### config.mk
export PLATFORM = sky130hd
export DESIGN_NAME = isf_cmdq
export DESIGN_NICKNAME = d
export VERILOG_FILES = /design/src/rtl/isf_pkg.sv /design/src/rtl/isf_cmdq.sv
export SDC_FILE = /design/constraint.sdc
export NUM_CORES = 1
export LEC_CHECK = 0
export BUFFER_PORTS_ARGS = -buffer_cell sky130_fd_sc_hd__buf_2
export CELL_PAD_IN_SITES_DETAIL_PLACEMENT = 1
export CELL_PAD_IN_SITES_GLOBAL_PLACEMENT = 1
export CORE_UTILIZATION = 49
export DETAILED_ROUTE_END_ITERATION = 10
export PLACE_DENSITY_LB_ADDON = 0.12
export SLEW_MARGIN = 20
export SYNTH_ARGS = -nofsm -noshare
export SYNTH_HDL_FRONTEND = slang
export SYNTH_SLANG_ARGS = --single-unit
### constraint.sdc
create_clock -name clk -period 2.8 [get_ports clk]
set_clock_uncertainty 0.05 [all_clocks]
set_input_delay 0.42 -clock clk [delete_from_list [all_inputs] [get_ports clk]]
set_output_delay 0.42 -clock clk [all_outputs]
set_load 0.005 [all_outputs]
### src/rtl/isf_pkg.sv
`timescale 1ns / 1ps
package isf_pkg;

	localparam int MAX_WIDTH  = 1024;
	localparam int MAX_HEIGHT = 4096;
	localparam int COL_W      = $clog2(MAX_WIDTH);
	localparam int ROW_W      = $clog2(MAX_HEIGHT);
	localparam int WID_W      = 11;
	localparam int HGT_W      = 13;
	localparam int CFG_W      = 13;
	localparam int CQ_DEPTH   = 4;
	localparam int CQ_AW      = $clog2(CQ_DEPTH);
	localparam int OQ_DEPTH   = 16;
	localparam int OQ_AW      = $clog2(OQ_DEPTH);
	localparam int OQ_CW      = $clog2(OQ_DEPTH + 1);

	localparam logic [1:0] REG_MODE   = 2'd0;
	localparam logic [1:0] REG_WIDTH  = 2'd1;
	localparam logic [1:0] REG_HEIGHT = 2'd2;

	localparam logic [1:0] MODE_SOBEL  = 2'd0;
	localparam logic [1:0] MODE_LAPL   = 2'd1;
	localparam logic [1:0] MODE_WALLIS = 2'd2;

	// largest sobel square sum whose rounded-up root still fits 255
	localparam logic [20:0] SOBEL_LIMIT = 21'd65025;

	typedef struct packed {
		logic [7:0] gray_pixel;
		logic       drain;
	} item_t;

	typedef struct packed {
		logic [7:0] out_pixel;
		logic       frame_last;
	} result_t;

	typedef struct packed {
		logic [WID_W-1:0] w;
		logic [HGT_W-1:0] h;
		logic             restart;
	} geom_t;

	typedef struct packed {
		logic             drain;
		logic             emit;
		logic             border;
		logic             last;
		logic [7:0]       pix;
		logic [COL_W-1:0] col;
		logic             sel;
	} cmd_t;

	typedef struct packed {
		logic [15:0] x;
		logic [7:0]  root;
		logic [9:0]  rem;
	} sq_st_t;

	// one digit of the restoring square root
	function automatic sq_st_t sqrt_step(sq_st_t s);
		sq_st_t     n;
		logic [11:0] tmp;
		logic [11:0] trial;
		tmp   = {s.rem, s.x[15:14]};
		trial = {2'b00, s.root, 2'b01};
		n.x   = {s.x[13:0], 2'b00};
		if (tmp >= trial) begin
			n.rem  = 10'(tmp - trial);
			n.root = {s.root[6:0], 1'b1};
		end else begin
			n.rem  = tmp[9:0];
			n.root = {s.root[6:0], 1'b0};
		end
		return n;
	endfunction

endpackage

### src/rtl/isf_cmdq.sv
`timescale 1ns / 1ps
module isf_cmdq (
	input  logic          clk,
	input  logic          arst_n,
	input  logic          push,
	input  isf_pkg::cmd_t wdata,
	output logic          full,
	input  logic          pop,
	output logic          empty,
	output isf_pkg::cmd_t rdata
);
	import isf_pkg::*;

	cmd_t             mem_q [CQ_DEPTH];
	logic [CQ_AW-1:0] wr_q;
	logic [CQ_AW-1:0] rd_q;
	logic [CQ_AW:0]   cnt_q;
	logic             do_push;
	logic             do_pop;

	assign full    = (cnt_q == (CQ_AW+1)'(CQ_DEPTH));
	assign empty   = (cnt_q == '0);
	assign rdata   = mem_q[rd_q];
	assign do_push = push && !full;
	assign do_pop  = pop && !empty;

	always_ff @(posedge clk) begin
		if (do_push) begin
			mem_q[wr_q] <= wdata;
		end
	end

	always_ff @(posedge clk or negedge arst_n) begin
		if (!arst_n) begin
			wr_q  <= '0;
			rd_q  <= '0;
			cnt_q <= '0;
		end else begin
			if (do_push) begin
				wr_q <= wr_q + 1'b1;
			end
			if (do_pop) begin
				rd_q <= rd_q + 1'b1;
			end
			if (do_push && !do_pop) begin
				cnt_q <= cnt_q + 1'b1;
			end else if (do_pop && !do_push) begin
				cnt_q <= cnt_q - 1'b1;
			end
		end
	end
endmodule

==> impl_metrics.py <==
metrics = {
    "run_status": {
        "status": "complete, no violations",
    },
    "clock_tree": {
        "cts_setup_buffers": 0,
        "path_clk_slew_ps": 90,
        "cts_sinks": 99,
        "h-tree-depth": 3,
        "cts_resized": 0,
        "holdBufCountCts": 1,
        "ctsRootBufferMaster": "clkbuf_8",
        "cts_tree": "done",
        "clk_latency_ps": 350,
        "cts_made_buffers": 9,
        "clk_path_buf_depth": 2,
    },
    "critical_path": {
        "cp_slowest_stage_delay_ps": 610,
        "crit_slowest_cell": "dfrtp_2",
        "cp_cell_sequence": "buf_4 > mux4_2 > buf_2",
        "critPathMaxFanout": 14,
        "critPathCaptureType": "output pin",
        "path_class": "flop to output pin",
        "arrival_ps": 2040,
        "critPathTopFamily": "flip-flops",
        "cp.buffers_inverters": 2,
        "start_kind": "flop",
        "required_ps": 2330,
    },
    "layout": {
        "fill_cells": 641,
        "mostFrequentLayoutCells": "92 x edfxtp_1, 51 x buf_2, 18 x mux4_2, 11 x buf_4, 9 x clkbuf_8",
        "area_growth_pct": 16.68,
        "layout-drive-gt1-share": 0.4279,
        "diodes": 0,
        "nets": 257,
        "final_common_cell": "edfxtp_1",
    },
    "pwr": {
        "p_leak_nw": 1.583,
        "p_per_area_mw_per_mm2": 1002,
        "peakVddDrop_mv": 0.4169,
        "power_mw": 4.410,
    },
    "floorplan": {
        "coreArea_sq_mm": 0.007331,
        "die_y_um": 89.76,
        "start_util": 0.5148,
        "dieArea_sq_mm": 0.008056,
        "die_x_um": 89.76,
        "rows": 31,
        "io_pins": 52,
    },
    "detailed_routing": {
        "dr.pass1.iters": 4,
        "wl_mm": 6.834,
        "drtAntennaViolNets": 0,
        "routed.top_layer": "met4",
        "drt-wirelength-per-cell_um": 20.84,
        "vias": 1721,
        "first_iter_violations": 85,
        "dr_wl_met2_mm": 3.779,
        "wl_met1_mm": 2.767,
        "vias_per_cell": 5.247,
        "drc": 0,
        "dr_wl_met3_um": 199,
    },
    "timing": {
        "tightest_slew_ps": 483.3,
        "slew_viol_final": 0,
        "relSlewSlack": 0.6771,
        "setup_viol": 0,
        "max_freq_mhz": 398.7,
        "timing.final.hold_violations": 0,
        "grt_setup_unrepaired": "no",
        "finalSetupTns_ps": 0,
        "period_needed_ps": 2508,
        "period_share": 0.8958,
    },
    "synthesis": {
        "yosysWarnings": 0,
        "synthesis.area_sq_mm": 0.003774,
        "ys_seq_area_frac": 0.7785,
        "syn_nets": 190,
        "syn_inst": 157,
        "ys_types": 20,
        "syn_area_per_cell_sq_um": 24.04,
        "ys_ff_latch": 99,
    },
    "global_route": {
        "grt_first_pass_wirelength_mm": 11.16,
        "antenna_found_initial": 0,
        "grt_overflow": 0,
        "grt_max_degree": 17,
        "grt.total_usage": 0.1899,
        "grt_pass1_vias": 2043,
    },
    "placed_design": {
        "gp_congestion": 0.7186,
        "place_hpwl_mm": 4.663,
        "io_buffers": 51,
    },
    "flow_run": {
        "max_cap_viol_count": 0,
    },
    "hold_path": {
        "hold_class": "input port to flop",
    },
}
## flip-flops by register name, indices dropped and copies added, names as in the netlist
| register | flops |
|---|---|
| mem_q | 92 |
| cnt_q | 3 |
| rd_q | 2 |
| wr_q | 2 |
## final timing paths
kind | start | to | slack (ps) | depth (start not counted)
worst max-delay path | rd_q[0]$_DFFE_PN0P_ | rdata[3] | 290 | 3
min in group asynchronous | arst_n | cnt_q[2]$_DFFE_PN0P_ | 390 | 2
max in group asynchronous | arst_n | rd_q[0]$_DFFE_PN0P_ | 2130 | 2
worst min register to register | cnt_q[2]$_DFFE_PN0P_ | cnt_q[2]$_DFFE_PN0P_ | 450 | 1
worst min-delay path | wdata[3] | mem_q[0][3]$_DFFE_PP_ | 230 | 1
worst max register to register | cnt_q[2]$_DFFE_PN0P_ | cnt_q[2]$_DFFE_PN0P_ | 570 | 8
## cells in the mapped netlist
cell,instances,area share
ha_1,5,0.017
mux4_1,5,0.035
xor2_1,2,0.0046
or3_1,1,0.0017
buf_2,3,0.0040
nand3_1,1,0.0013
nor3b_2,1,0.0033
nand2_1,1,0.00099
inv_1,4,0.0040
nor2b_1,1,0.0017
nor2_1,1,0.00099
and2_1,4,0.0066
buf_6,4,0.012
mux2_4,1,0.0040
fa_1,1,0.0053
edfxtp_1,92,0.73
mux4_2,18,0.11
dfrtp_1,7,0.046
mux2_2,1,0.0030
xnor2_1,4,0.0093
## logic make-up (layout without fill, tap and decap cells)
group                      count (synthesis)  in the layout  share of synthesized area
DFF                                       99             99                     0.7785
muxes                                     25             25                     0.1492
buffers and inverters                     11             83                    0.01989
and+or+nand+nor                           10             10                    0.01658
adders and majority gates                  6              6                    0.02188
xor gates and xnor gates                   6              6                    0.01393
## per-stage QoR
stage | worst slack (ps) | hold slack [ps] | utilization | std cells | cell area, sq um
after CTS | 224.2 | 214.1 | 0.6006 | 328 | 4403
final | 291.7 | 231.0 | 0.6006 | 328 | 4403
after global placement | 645.1 | 211.1 | 0.5697 | 311 | 4177
after floorplan | 773.0 | 74.41 | - | 157 | 3774
after detailed placement | 574.0 | 224.1 | 0.5697 | 311 | 4177
after global routing | 149.9 | 215.1 | 0.6006 | 328 | 4403
## worst reg2reg max path, stage by stage, from the launching register on
cell and delay [ps]:
dfrtp_1 410, nor3b_2 170, nor2b_1 400, ha_1 280
inv_1 70, fa_1 370, xor2_1 150, nor2_1 110
xor2_1 160
## layout make-up
class | count | area (sq um) | share of cell area
multi-input combinational | 47 | 760.7 | 0.1728
clock inverter | 5 | 85.08 | 0.01932
clock buffer | 11 | 131.4 | 0.02984
sequential | 99 | 2939 | 0.6675
tap | 99 | 123.9 | 0.02813
inverter | 4 | 15.01 | 0.003410
timing repair buffer | 63 | 347.8 | 0.07900
## report_power, final
group	internal (mW)	total [mW]	leakage, nW	switching [mW]
Clock	0.509	0.985	0.104	0.475
Combinational	0.688	1.28	0.556	0.591
Sequential	1.97	2.15	0.923	0.179
Total	3.16	4.41	1.58	1.25
## per-layer routing
metal	vias to the layer above	global-route usage
met5	-	0
li1	776	-
met2	44	0.3327
met3	9	0.03553
met1	892	0.2283
met4	0	0.08880
No activity file was read; power rests on OpenSTA's default activity.
