--- src/rtl/isf_pkg.sv ---
`timescale 1ns / 1ps
package isf_pkg;

	localparam int MAX_WIDTH  = 1024;
	localparam int MAX_HEIGHT = 4096;
	localparam int COL_W      = $clog2(MAX_WIDTH);
	localparam int ROW_W      = $clog2(MAX_HEIGHT);
	localparam int WID_W      = 11;
	localparam int HGT_W      = 13;
	localparam int CFG_W      = 13;
	localparam int CQ_DEPTH   = 4;
	localparam int CQ_AW      = $clog2(CQ_DEPTH);
	localparam int OQ_DEPTH   = 16;
	localparam int OQ_AW      = $clog2(OQ_DEPTH);
	localparam int OQ_CW      = $clog2(OQ_DEPTH + 1);

	localparam logic [1:0] REG_MODE   = 2'd0;
	localparam logic [1:0] REG_WIDTH  = 2'd1;
	localparam logic [1:0] REG_HEIGHT = 2'd2;

	localparam logic [1:0] MODE_SOBEL  = 2'd0;
	localparam logic [1:0] MODE_LAPL   = 2'd1;
	localparam logic [1:0] MODE_WALLIS = 2'd2;

	// largest sobel square sum whose rounded-up root still fits 255
	localparam logic [20:0] SOBEL_LIMIT = 21'd65025;

	typedef struct packed {
		logic [7:0] gray_pixel;
		logic       drain;
	} item_t;

	typedef struct packed {
		logic [7:0] out_pixel;
		logic       frame_last;
	} result_t;

	typedef struct packed {
		logic [WID_W-1:0] w;
		logic [HGT_W-1:0] h;
		logic             restart;
	} geom_t;

	typedef struct packed {
		logic             drain;
		logic             emit;
		logic             border;
		logic             last;
		logic [7:0]       pix;
		logic [COL_W-1:0] col;
		logic             sel;
	} cmd_t;

	typedef struct packed {
		logic [15:0] x;
		logic [7:0]  root;
		logic [9:0]  rem;
	} sq_st_t;

	// one digit of the restoring square root
	function automatic sq_st_t sqrt_step(sq_st_t s);
		sq_st_t     n;
		logic [11:0] tmp;
		logic [11:0] trial;
		tmp   = {s.rem, s.x[15:14]};
		trial = {2'b00, s.root, 2'b01};
		n.x   = {s.x[13:0], 2'b00};
		if (tmp >= trial) begin
			n.rem  = 10'(tmp - trial);
			n.root = {s.root[6:0], 1'b1};
		end else begin
			n.rem  = tmp[9:0];
			n.root = {s.root[6:0], 1'b0};
		end
		return n;
	endfunction

endpackage

--- src/rtl/isf_front.sv ---
`timescale 1ns / 1ps
module isf_front (
	input  logic           clk,
	input  logic           arst_n,
	input  isf_pkg::geom_t geom,
	input  logic           push,
	input  isf_pkg::item_t sample,
	input  logic           cq_full,
	output logic           cq_push,
	output isf_pkg::cmd_t  cmd
);
	import isf_pkg::*;

	logic [COL_W-1:0] in_col_q;
	logic [ROW_W-1:0] in_row_q;
	logic [COL_W-1:0] out_col_q;
	logic [ROW_W-1:0] out_row_q;
	logic [WID_W-1:0] pend_q;
	logic             tog_q;

	logic [COL_W-1:0] w_m1;
	logic [ROW_W-1:0] h_m1;
	logic             accept;
	logic             pin_zero;
	logic             emit_px;
	logic             emit_dr;
	logic             emit;
	logic             out_last_col;
	logic             out_last_row;

	assign w_m1         = COL_W'(geom.w - 1'b1);
	assign h_m1         = ROW_W'(geom.h - 1'b1);
	assign accept       = push && !cq_full;
	assign pin_zero     = (in_col_q == '0) && (in_row_q == '0);
	assign emit_px      = (pend_q == WID_W'(geom.w + 1'b1));
	assign emit_dr      = pin_zero && (pend_q != '0);
	assign emit         = sample.drain ? emit_dr : emit_px;
	assign out_last_col = (out_col_q == w_m1);
	assign out_last_row = (out_row_q == h_m1);

	// a drain that finds nothing to flush leaves no trace
	assign cq_push = accept && (!sample.drain || emit_dr);

	always_comb begin
		cmd.drain  = sample.drain;
		cmd.emit   = emit;
		cmd.border = (out_row_q == '0) || out_last_row || (out_col_q == '0) || out_last_col;
		cmd.last   = out_last_row && out_last_col;
		cmd.pix    = sample.gray_pixel;
		cmd.col    = sample.drain ? out_col_q : in_col_q;
		// pixel: write bank, drain: bank holding the wanted row
		cmd.sel    = sample.drain ? (out_last_row ? !tog_q : tog_q) : tog_q;
	end

	always_ff @(posedge clk or negedge arst_n) begin
		if (!arst_n) begin
			in_col_q  <= '0;
			in_row_q  <= '0;
			out_col_q <= '0;
			out_row_q <= '0;
			pend_q    <= '0;
			tog_q     <= 1'b0;
		end else if (geom.restart) begin
			in_col_q  <= '0;
			in_row_q  <= '0;
			out_col_q <= '0;
			out_row_q <= '0;
			pend_q    <= '0;
		end else if (accept) begin
			if (!sample.drain) begin
				if (in_col_q == w_m1) begin
					in_col_q <= '0;
					tog_q    <= !tog_q;
					in_row_q <= (in_row_q == h_m1) ? '0 : in_row_q + 1'b1;
				end else begin
					in_col_q <= in_col_q + 1'b1;
				end
				if (!emit_px) begin
					pend_q <= pend_q + 1'b1;
				end
			end else if (emit_dr) begin
				pend_q <= pend_q - 1'b1;
			end
			if (emit) begin
				if (out_last_col) begin
					out_col_q <= '0;
					out_row_q <= out_last_row ? '0 : out_row_q + 1'b1;
				end else begin
					out_col_q <= out_col_q + 1'b1;
				end
			end
		end
	end
endmodule

--- config.mk ---
export PLATFORM = sky130hd
export DESIGN_NAME = isf_front
export DESIGN_NICKNAME = d
export VERILOG_FILES = /design/src/rtl/isf_pkg.sv /design/src/rtl/isf_front.sv
export SDC_FILE = /design/constraint.sdc
export NUM_CORES = 1
export LEC_CHECK = 0
export ABC_CLOCK_PERIOD_IN_PS = 7270
export BUFFER_PORTS_ARGS = -buffer_cell sky130_fd_sc_hd__buf_2
export CORE_ASPECT_RATIO = 1.1
export CORE_UTILIZATION = 40
export DETAILED_ROUTE_END_ITERATION = 8
export SLEW_MARGIN = 20
export SYNTH_ARGS = -nofsm -noshare
export SYNTH_HDL_FRONTEND = slang
export SYNTH_SLANG_ARGS = --single-unit
--- constraint.sdc ---
create_clock -name clk -period 7.27 [get_ports clk]
set_input_delay 0.727 -clock clk [delete_from_list [all_inputs] [get_ports clk]]
set_output_delay 0.727 -clock clk [all_outputs]
set_load 0.02 [all_outputs]
==> results.tsv <==
metric	value	unit
sequential fraction of the synthesis area	0.237	
Layout area overhead	5.40	%
VDD IR max	0.0986	mV
clock slew at reported path FFs	0.08	ns
via count	5605	
row cnt	46	
sequential share of power	0.407	
outcome	finished clean	
Crit. Startpoint	geom[1]	
Slew @ Worst Pin	1.01	ns
cts repair resizes	0	
worst endpoint required time	6.54	ns
Worst Hold Path Cells	1	
post-synth cell types	71	
multi-input combinational cell area	4040	sq um
Comb pwr share	0.275	
FILL cells	1455	
H-tree Lvls	2	
Startpoint Class	input pin	
worst hold path type	reg -> reg	
Max-cap violations	0	
GRT Overall Usage	0.224	
post-synthesis cell area	5910	sq um
Psw	0.277	mW
total number of yosys warnings	0	
DRT iter0 DRCs	478	
Mapped Cells	739	
CP Buf/Inv Count	3	
layout cells sized above 1	0.103	
routed len/inst	18.4	um
Pre-antenna DRT Iters	5	
largest net degree at the start of global routing	57	
DR DRC count	0	
vias in the first global route	5257	
Die Height	129	um
Top FF cell, synth	dfrtp_1	
fraction of registers with async set or reset after synthesis	1.00	
Worst path max stage delay	0.63	ns
hold path endpoint	tog_q	
top layer in use	met4	
Max Freq	0.225	GHz
io pins	62	
CTS Sinks	56	
CP Class	in -> out	
Tmin final	4.45	ns
# hold bufs at CTS	0	
Mapped Avg Cell Area	8.00	sq um
Placeable Area	14400	sq um
delay-heaviest family, CP	simple AND/OR/NAND/NOR gates	
CTS tree	built	
GP Congestion	0.924	
Total Wirelength	16800	um
Worst setup EP type	output pin	
area fraction of the dominant cell type after synthesis	0.237	
syn nets	798	
slew margin rel.	0.327	
Hold Violations, Final	0	
GRT overflow	0	
Reg area	1400	sq um
critical hold path startpoint	tog_q	
# port buffers	44	
nets	778	
EDFF count, synth	0	
ANT cells	0	
largest area contributor in the netlist	dfrtp_1	
Seq cells post-synth	56	
r2r endpoint	out_row_q[2]	
routed wire length on met3	726	um
leakage dissipation	2.43	nW
area of the die	15300	sq um
Slew Viols, Final	0	
setup slack, reg-to-reg	3.80	ns
sw frac	0.341	
maximum fanout along the worst path	11	
Final setup viols	0	
internal power	0.536	mW
Vias/cell	6.15	
clock network fraction of total power	0.318	
unrepaired setup endpoints after global routing	false	
pwr/cell area	130	nW/um^2
clock root buffer	clkbuf_16	
first-pass GRT wire length	27500	um
Worst path slowest cell	or4_1	
CTS Buf Count	5	
crit path DAT	3.72	ns
Worst Clk Skew	0.0166	ns
r2r startpoint	pend_q[5]	
clk buf depth	2	
setup TNS	0	ns
Post-CTS Setup Inserts	0	
Initial Utilization	0.409	
crit-path cells	buf_2 -> inv_1 -> ha_1 -> or3b_1 -> nor3b_1 -> or4_1 -> a2111o_1 -> or4_1 -> nor2_1 -> buf_2	
Antenna Violating Nets Remaining	0	
initial antenna violation count	0	
final critical-path share of the clock period	0.612	
Die W	118	um
HPWL after DPL	12300	um
Synth area leaders	dfrtp_1 (24%), xnor2_1 (5.8%), nand3_1 (5.1%), ha_1 (4.2%), xnor3_1 (4.2%)	
Worst Reg-to-Reg Cells	7	
Clock Latency Late Sink	0.31	ns
Post-Layout Inst Area	6230	sq um
M1 WL	8020	um
placed inst area	6070	sq um
met2 routed WL	7770	um
## layout by cell type, fill, tap and decap left out, drive strengths merged, types with 13 or more instances in the layout
cell type,Yosys,final
o21ai,18,18
a21oi,35,35
nor3,21,21
or4,21,21
inv,39,41
nor4,17,17
buf,21,48
a211oi,16,16
nand4,15,15
xor2,26,26
and3,13,13
nand2,48,48
dfrtp,56,56
xnor2,39,39
ha,20,20
o31ai,14,14
nand3,60,60
nor2,42,42
## cells in the mapped netlist (all sizes together) (18+ instances only)
cell / instances
nand3: 60
clkbuf: 54
ha: 20
xnor2: 39
o21ai: 18
or4: 21
nor3: 21
inv: 39
xor2: 26
nor2: 42
buf: 21
a21oi: 35
dfrtp: 56
nand2: 48
## worst max path at each step
stage                          to  slack, ns  cells past startpoint
after floorplan           cmd[19]       3.25                     10
after global placement    cmd[19]       2.91                     10
after detailed placement  cmd[19]       2.84                     10
after CTS                 cmd[19]       2.85                     10
after global routing      cmd[19]       2.74                     10
final                     cmd[19]       2.82                     10
## through the flow
| step | util | worst slack (ns) | instances | hold WS [ns] | total power, mW |
|---|---|---|---|---|---|
| after floorplan | - | 3.25 | 739 | 0.431 | 0.502 |
| after global placement | 0.420 | 2.91 | 904 | 0.488 | 0.552 |
| after detailed placement | 0.420 | 2.84 | 904 | 0.478 | 0.559 |
| after CTS | 0.431 | 2.85 | 912 | 0.499 | 0.816 |
| after global routing | 0.431 | 2.74 | 912 | 0.518 | 0.858 |
| final | 0.431 | 2.82 | 912 | 0.507 | 0.812 |
## power by group through the flow
stage,Clock (mW),Sequential (mW),Combinational (mW)
2_1_floorplan,0,0.332,0.169
3_3_place_gp,0,0.336,0.216
3_5_place_dp,0,0.337,0.222
4_1_cts,0.263,0.330,0.222
5_1_grt,0.280,0.332,0.246
6_report,0.258,0.331,0.224
## metal layers
layer | GRT usage | vias up
li1 | - | 2703
met1 | 0.309 | 2726
met2 | 0.369 | 154
met3 | 0.0295 | 22
met4 | 0.0649 | 0
met5 | 0 | -
## state kept, by name, indices dropped and copies added, names as in the netlist
| register | flops |
|---|---|
| pend_q | 11 |
| in_row_q | 12 |
| tog_q | 1 |
| out_row_q | 12 |
| out_col_q | 10 |
| in_col_q | 10 |
## kinds of logic (layout without fill, tap and decap cells)
kind of cell | after synthesis | after routing | synth area share
compound gates | 156 | 156 | 0.189
xor+xnor | 76 | 76 | 0.138
fa+ha+maj | 22 | 22 | 0.0474
buf+inv | 114 | 95 | 0.0813
flops | 56 | 56 | 0.237
mux | 13 | 13 | 0.0235
simple gates | 302 | 302 | 0.283
## final cells by class
cell class	instances	share of cell area
Multi-Input combinational cell	569	0.649
Sequential cell	56	0.225
Timing Repair Buffer	48	0.0402
Tap cell	192	0.0386
Inverter	39	0.0235
Clock buffer	5	0.0201
Clock inverter	3	0.00402
Note: power is estimated with default switching activity, not from simulation.
